$ cat config.mk
export PLATFORM = sky130hd
export DESIGN_NAME = rau_ctrl
export DESIGN_NICKNAME = d
export VERILOG_FILES = /design/src/design/rau_pkg.sv /design/src/design/rau_ctrl.sv
export SDC_FILE = /design/constraint.sdc
export NUM_CORES = 1
export LEC_CHECK = 0
export BUFFER_PORTS_ARGS = -buffer_cell sky130_fd_sc_hd__buf_4
export CAP_MARGIN = 25
export CORE_AREA = 2 2 69 51
export CTS_CLUSTER_DIAMETER = 200
export CTS_CLUSTER_SIZE = 24
export DETAILED_ROUTE_END_ITERATION = 12
export DIE_AREA = 0 0 71 53
export PLACE_DENSITY_LB_ADDON = 0.05
export SYNTH_ARGS = -nofsm -noshare
export SYNTH_HDL_FRONTEND = slang
export SYNTH_SLANG_ARGS = --single-unit
$ cat constraint.sdc
create_clock -name clock -period 3.9 [get_ports clock]
set_clock_uncertainty 0.05 [all_clocks]
set_input_delay 0.39 -clock clock [delete_from_list [all_inputs] [get_ports clock]]
set_output_delay 0.39 -clock clock [all_outputs]
set_load 0.05 [all_outputs]
$ cat src/design/rau_pkg.sv
// Shared types and constants of the rational arithmetic unit.
// No dependencies; used by rau_ctrl, rau_datapath and rational_arithmetic_unit.
package rau_pkg;

   localparam int OPERAND_WIDTH_DEF = 32;
   localparam int IN_W              = 32;
   localparam int RES_W             = 64;
   localparam int OP_W              = 3;
   localparam int CMP_W             = 2;
   localparam int CNT_W             = $clog2(RES_W);

   localparam logic [OP_W-1:0] OP_ADD  = 3'd0;
   localparam logic [OP_W-1:0] OP_SUB  = 3'd1;
   localparam logic [OP_W-1:0] OP_MUL  = 3'd2;
   localparam logic [OP_W-1:0] OP_DIV  = 3'd3;
   localparam logic [OP_W-1:0] OP_CMP  = 3'd4;
   localparam logic [OP_W-1:0] OP_SIMP = 3'd5;

   localparam logic [CMP_W-1:0] CMP_EQ = 2'b00;
   localparam logic [CMP_W-1:0] CMP_GT = 2'b01;
   localparam logic [CMP_W-1:0] CMP_LT = 2'b11;

   typedef enum logic [3:0] {
      DP_NOP,
      DP_LOAD,
      DP_MUL1,
      DP_MUL2,
      DP_MUL3,
      DP_COMBINE,
      DP_GCD_TWO,
      DP_GCD_STEP,
      DP_DIV_INIT_N,
      DP_DIV_STEP,
      DP_DIV_NEXT,
      DP_OUT_INVALID,
      DP_OUT_CMP,
      DP_OUT_ZERO,
      DP_OUT_RED
   } dp_op_type;

   typedef struct packed {
      dp_op_type op;
   } dp_cmd_type;

   typedef struct packed {
      logic inval;
      logic is_cmp;
      logic n_zero;
      logic both_even;
      logic u_zero;
   } dp_status_type;

endpackage

$ cat src/design/rau_ctrl.sv
// Sequencer of the rational arithmetic unit: steps the datapath through
// multiply, combine, binary GCD and two restoring divisions. Uses rau_pkg.
module rau_ctrl (
   input  logic                   clock,
   input  logic                   reset,
   input  logic                   req_fire,
   output logic                   req_ready,
   output logic                   rsp_valid,
   input  logic                   rsp_ready,
   input  rau_pkg::dp_status_type status,
   output rau_pkg::dp_cmd_type    cmd
);

   typedef enum logic [11:0] {
      S_IDLE = 12'b0000_0000_0001,
      S_MUL1 = 12'b0000_0000_0010,
      S_MUL2 = 12'b0000_0000_0100,
      S_MUL3 = 12'b0000_0000_1000,
      S_COMB = 12'b0000_0001_0000,
      S_TWO  = 12'b0000_0010_0000,
      S_GCD  = 12'b0000_0100_0000,
      S_DIVN = 12'b0000_1000_0000,
      S_DMID = 12'b0001_0000_0000,
      S_DIVD = 12'b0010_0000_0000,
      S_FIN  = 12'b0100_0000_0000,
      S_DONE = 12'b1000_0000_0000
   } state_type;

   state_type                  state_ff, state_in;
   logic [rau_pkg::CNT_W-1:0]  cnt_ff, cnt_in;
   logic                       cnt_last;

   assign cnt_last  = (cnt_ff == rau_pkg::CNT_W'(rau_pkg::RES_W - 1));
   assign req_ready = (state_ff == S_IDLE);
   assign rsp_valid = (state_ff == S_DONE);

   always_comb begin
      state_in = state_ff;
      cnt_in   = cnt_ff;
      cmd.op   = rau_pkg::DP_NOP;
      case (state_ff)
         S_IDLE: begin
            if (req_fire) begin
               cmd.op   = rau_pkg::DP_LOAD;
               state_in = S_MUL1;
            end
         end
         S_MUL1: begin
            if (status.inval) begin
               cmd.op   = rau_pkg::DP_OUT_INVALID;
               state_in = S_DONE;
            end else begin
               cmd.op   = rau_pkg::DP_MUL1;
               state_in = S_MUL2;
            end
         end
         S_MUL2: begin
            cmd.op   = rau_pkg::DP_MUL2;
            state_in = S_MUL3;
         end
         S_MUL3: begin
            cmd.op   = rau_pkg::DP_MUL3;
            state_in = S_COMB;
         end
         S_COMB: begin
            if (status.is_cmp) begin
               cmd.op   = rau_pkg::DP_OUT_CMP;
               state_in = S_DONE;
            end else begin
               cmd.op   = rau_pkg::DP_COMBINE;
               state_in = S_TWO;
            end
         end
         S_TWO: begin
            if (status.n_zero) begin
               cmd.op   = rau_pkg::DP_OUT_ZERO;
               state_in = S_DONE;
            end else if (status.both_even) begin
               cmd.op = rau_pkg::DP_GCD_TWO;
            end else begin
               state_in = S_GCD;
            end
         end
         S_GCD: begin
            if (status.u_zero) begin
               cmd.op   = rau_pkg::DP_DIV_INIT_N;
               cnt_in   = '0;
               state_in = S_DIVN;
            end else begin
               cmd.op = rau_pkg::DP_GCD_STEP;
            end
         end
         S_DIVN: begin
            cmd.op = rau_pkg::DP_DIV_STEP;
            cnt_in = cnt_ff + 1'b1;
            if (cnt_last) state_in = S_DMID;
         end
         S_DMID: begin
            cmd.op   = rau_pkg::DP_DIV_NEXT;
            cnt_in   = '0;
            state_in = S_DIVD;
         end
         S_DIVD: begin
            cmd.op = rau_pkg::DP_DIV_STEP;
            cnt_in = cnt_ff + 1'b1;
            if (cnt_last) state_in = S_FIN;
         end
         S_FIN: begin
            cmd.op   = rau_pkg::DP_OUT_RED;
            state_in = S_DONE;
         end
         S_DONE: begin
            if (rsp_ready) state_in = S_IDLE;
         end
         default: begin
            state_in = S_IDLE;
         end
      endcase
   end

   always_ff @(posedge clock) begin
      if (reset) begin
         state_ff <= S_IDLE;
         cnt_ff   <= '0;
      end else begin
         state_ff <= state_in;
         cnt_ff   <= cnt_in;
      end
   end

endmodule

[Yosys cells after proc, flatten, opt, wreduce, memory -nomap -nowiden]
Cells that the tools add are included.
Operators by class
  add/sub/neg operators: 1
  multiply operators: 0
  div/mod/pow operators: 0
  magnitude comparators: 0
  equal/unequal tests: 19
  shift operators: 0
  muxes and demuxes: 19
  bitwise logic cells: 0
  reductions and logical operators: 4
Operators with widths (number)
  12-bit one-hot mux with 12 select lines: 1
  12-bit 2-to-1 mux: 9
  4-bit one-hot mux with 10 select lines: 1
  6-bit one-hot mux with 3 select lines: 1
  4-bit 2-to-1 mux: 4
  12-bit by 1-bit == test with 1-bit output, second input constant: 1
  12-bit by 10-bit == test with 1-bit output, second input constant: 1
  12-bit by 11-bit == test with 1-bit output, second input constant: 1
  12-bit == test, second input constant: 1
  12-bit by 2-bit == test with 1-bit output, second input constant: 1
  12-bit by 3-bit == test with 1-bit output, second input constant: 1
  12-bit by 4-bit == test with 1-bit output, second input constant: 1
  12-bit by 5-bit == test with 1-bit output, second input constant: 1
  12-bit by 6-bit == test with 1-bit output, second input constant: 1
  12-bit by 7-bit == test with 1-bit output, second input constant: 1
  12-bit by 8-bit == test with 1-bit output, second input constant: 1
  12-bit by 9-bit == test with 1-bit output, second input constant: 1
  2-bit != test, second input constant: 4
  6-bit by 1-bit adder with 6-bit output, second input constant: 1
  6-bit == test, second input constant: 1
  6-bit 2-to-1 mux: 1
  6-bit AND reduction: 1
  3-bit 2-to-1 mux: 1
  3-bit != test, second input constant: 1
  other kinds (5): 5
Word-level totals
  register bits after elaboration: 18
  latch bits: 0
  memory bits (writable): 0
  ROM bits: 0
  bits of input ports: 9
  output and inout port bits: 6
  logic and storage cells: 45
  memories kept: 0

[Longest topological paths before layout]
  depth after elaboration: 4
  gate-level depth with buffers: 7
  depth with buffers taken out: 6

[Worst setup path after synthesis]
No wires, ideal clock.
  path type: reg-to-output
  start: reg state_ff[1]
  end: out cmd[0] (netlist name)
  arrival time: 2828 ps
  data required time: 3460 ps
  slack: 632 ps
  cell stages (with the launch flop): 6
  buffers on the path: 1
  cells stage by stage: dfxtp_1 -> buf_4 -> or4b_2 -> nor3_1 -> nand2_1 -> nand4_1
RTL lines
  start: declaration: line rau_ctrl.sv:29  | state_type state_ff, state_in;
  start signal: assignment: line rau_ctrl.sv:126  | state_ff <= state_in;
  end: declaration: line rau_ctrl.sv:11  | output rau_pkg::dp_cmd_type cmd

==> results.cfg <==
[drt]
drtPass1Iterations = 4
drt-initial-drc-count = 112
drc = 0
avgRoutedWirePerCell_um = 16.0
via_per_inst = 6.03
vias = 1163
drt_wl_total_mm = 3.10
ant_nets = 0

[yosys]
synth_fa_ha_area_share_pct = 1.07
synth-seq-cells = 18
avgSynthCellArea_um2 = 8.02
synth_top_area_cell = dfxtp_1
synth.distinct_cells = 43
synth_top_area_share_pct = 30.8
synth-simple-area-share_pct = 43.4
synthCells = 146
synth_top_family_by_area = simple AND/OR/NAND/NOR gates
ys.flop_type = dfxtp_1
synth_area_leaders = dfxtp_1 31%, nand3_1 4.7%, nor3_1 4.7%
syn-cell-area_mm2 = 0.00117
synthArstFlopShare_pct = 0
synth-seq-area-share_pct = 30.8
synth_xor_area_share_pct = 2.99
synth_warnings = 0
syn_nets = 156
synth-edff-count = 0
synth_mux_area_share_pct = 0.855
synth_compound_area_share_pct = 15.9

[die]
num_rows = 17
dieArea_mm2 = 0.00376
io_pins = 15
initial_core_util_pct = 38.0
die_h_um = 53
core_mm2 = 0.00308
fp.dieW_um = 71

[clock_network]
ctsHtreeMaxLevel = 1
cts-root-buf = clkbuf_8
cts_tree = done
cts_resized = 0
cts.sinks = 18
clk_latency_ns = 0.25
cts_buffer_depth = 2
hold_buffers = 0
cts_made_buffers = 3
clk_pin_slew_ns = 0.07
post-cts-setup-buffer-count = 0

[critical_path]
worstPathRequired_ns = 3.46
r2r_cells = 5
start_kind = register
crit_arrival_ns = 2.34
cp_max_fo = 7
endpoint_kind = output port
crit_type = reg -> out

[grt]
grt_util_met2_pct = 25.5
met1_usage_pct = 27.6
antenna_found_initial = 0
grt_max_degree = 14
grt_most_used_layer = met1
grt_pass1_wl_mm = 5.18
grt_remaining_overflow = 0
grt_pass1_vias = 1008
grt_use_met3_pct = 3.43
groute.usage.overall_pct = 18.1

[layout]
multi_input_area_um2 = 752
seq_area_um2 = 360
final_area_mm2 = 0.00133
antenna_cells = 0
drive_gt1_share_pct = 16.8
area_growth_pct = 13.1
fillerInstances = 316
nets = 167
fin_util_pct = 43.0

[timing]
drv_slew = 0
tightest_slew_ns = 0.627
fmax_mhz = 359
tns_ns = 0
rsz0062_at_grt = false
whs_ns = 0.270
setup_viol = 0
finalCritPeriodShare_pct = 71.4
period_minus_slack_ns = 2.78
slew_headroom_pct = 57.9
final_hold_viol_count = 0

[hold_path]
hold_path_depth = 2
hold_path.class = in -> reg

[placed_design]
io_buffers = 14
gp_routability_congestion = 0.853
placed_area_mm2 = 0.00128
dpl.hpwl_mm = 2.37

[power_and_ir_drop]
p_leak_nw = 0.519
peakVddDrop_mv = 0.165
total_power_uw = 465
cellPowerDensity_mw_per_mm2 = 351

[run]
max_cap_viol_count = 0

[status]
outcome = finished clean
[cell families after synthesis]
logic type / after synthesis
buf+inv: 12
simple gates: 83
compound gates: 27
mux: 1
fa+ha+maj: 1
xor+xnor: 4
flops: 18
[worst max-delay path, cell delays in order (launching register included)]
cell,delay (ns)
dfxtp_1,0.36
nor4_2,0.61
nand3_1,0.25
or4b_1,0.54
nand4_1,0.12
buf_4,0.20
[synthesized netlist by cell type, types with 3 or more instances]
cell type	number
o21ai_0	5
inv_1	3
xnor2_1	3
or3_1	3
nor3_1	11
clkbuf_1	5
a21oi_1	8
nand2_1	10
nand3_1	11
nor4b_1	3
a31oi_1	4
nor4_1	4
dfxtp_1	18
nor2_1	14
nand4_1	7
[metrics by stage]
| step | worst slack (ns) | instances |
|---|---|---|
| global placement | 1.41 | 190 |
| floorplan | 0.632 | 146 |
| finish | 1.12 | 193 |
| detailed placement | 1.43 | 190 |
| global route | 0.879 | 193 |
| CTS | 1.14 | 193 |
[placed cells by master (no fill, tap or decap), drive strengths merged, types with 2 or more instances in the layout]
master / count
o21ba: 2
nor2: 14
or4: 4
nor3b: 2
a22oi: 2
xnor2: 3
nor4: 7
dfxtp: 18
nand4: 7
nand2: 10
a21oi: 8
or4b: 3
and3: 2
nor4b: 3
inv: 3
nand3: 11
clkbuf: 3
buf: 15
a31oi: 4
nor3: 11
or3: 3
o21ai: 5
[path summary, 6_finish.rpt]
check	start	end	slack [ns]
worst min-delay path	status[4]	state_ff[2]	0.27
worst max-delay path	state_ff[10]	cmd[0]	1.12
worst max register to register	state_ff[4]	state_ff[7]	1.63
worst min register to register	cnt_ff[5]	cnt_ff[5]	0.47
[final cells by class]
| type | count | area share (%) |
|---|---|---|
| Timing Repair Buffer | 15 | 8.50 |
| Sequential cell | 18 | 27.2 |
| Multi-Input combinational cell | 116 | 56.8 |
| Inverter | 3 | 0.850 |
| Clock buffer | 3 | 3.12 |
| Tap cell | 38 | 3.59 |
[per-layer routing]
| metal | part of all wire (%) | wire [um] |
|---|---|---|
| met1 | 51 | 1590 |
| met2 | 38 | 1180 |
| met3 | 9.6 | 296 |
| met4 | 0.90 | 28 |
| met5 | 0 | 0 |
[state kept, by name, summed over array words and instances, names as in the netlist]
register and flops:
cnt_ff 6, state_ff 12
[report_power, final]
group	leakage, nW	internal, mW	switching (mW)	total (mW)
logic	0.352	0.0492	0.0830	0.132
clock network	0.0216	0.0687	0.0620	0.131
registers	0.145	0.189	0.0131	0.202
total	0.519	0.307	0.158	0.465
Power figures use the tool's default switching activity.
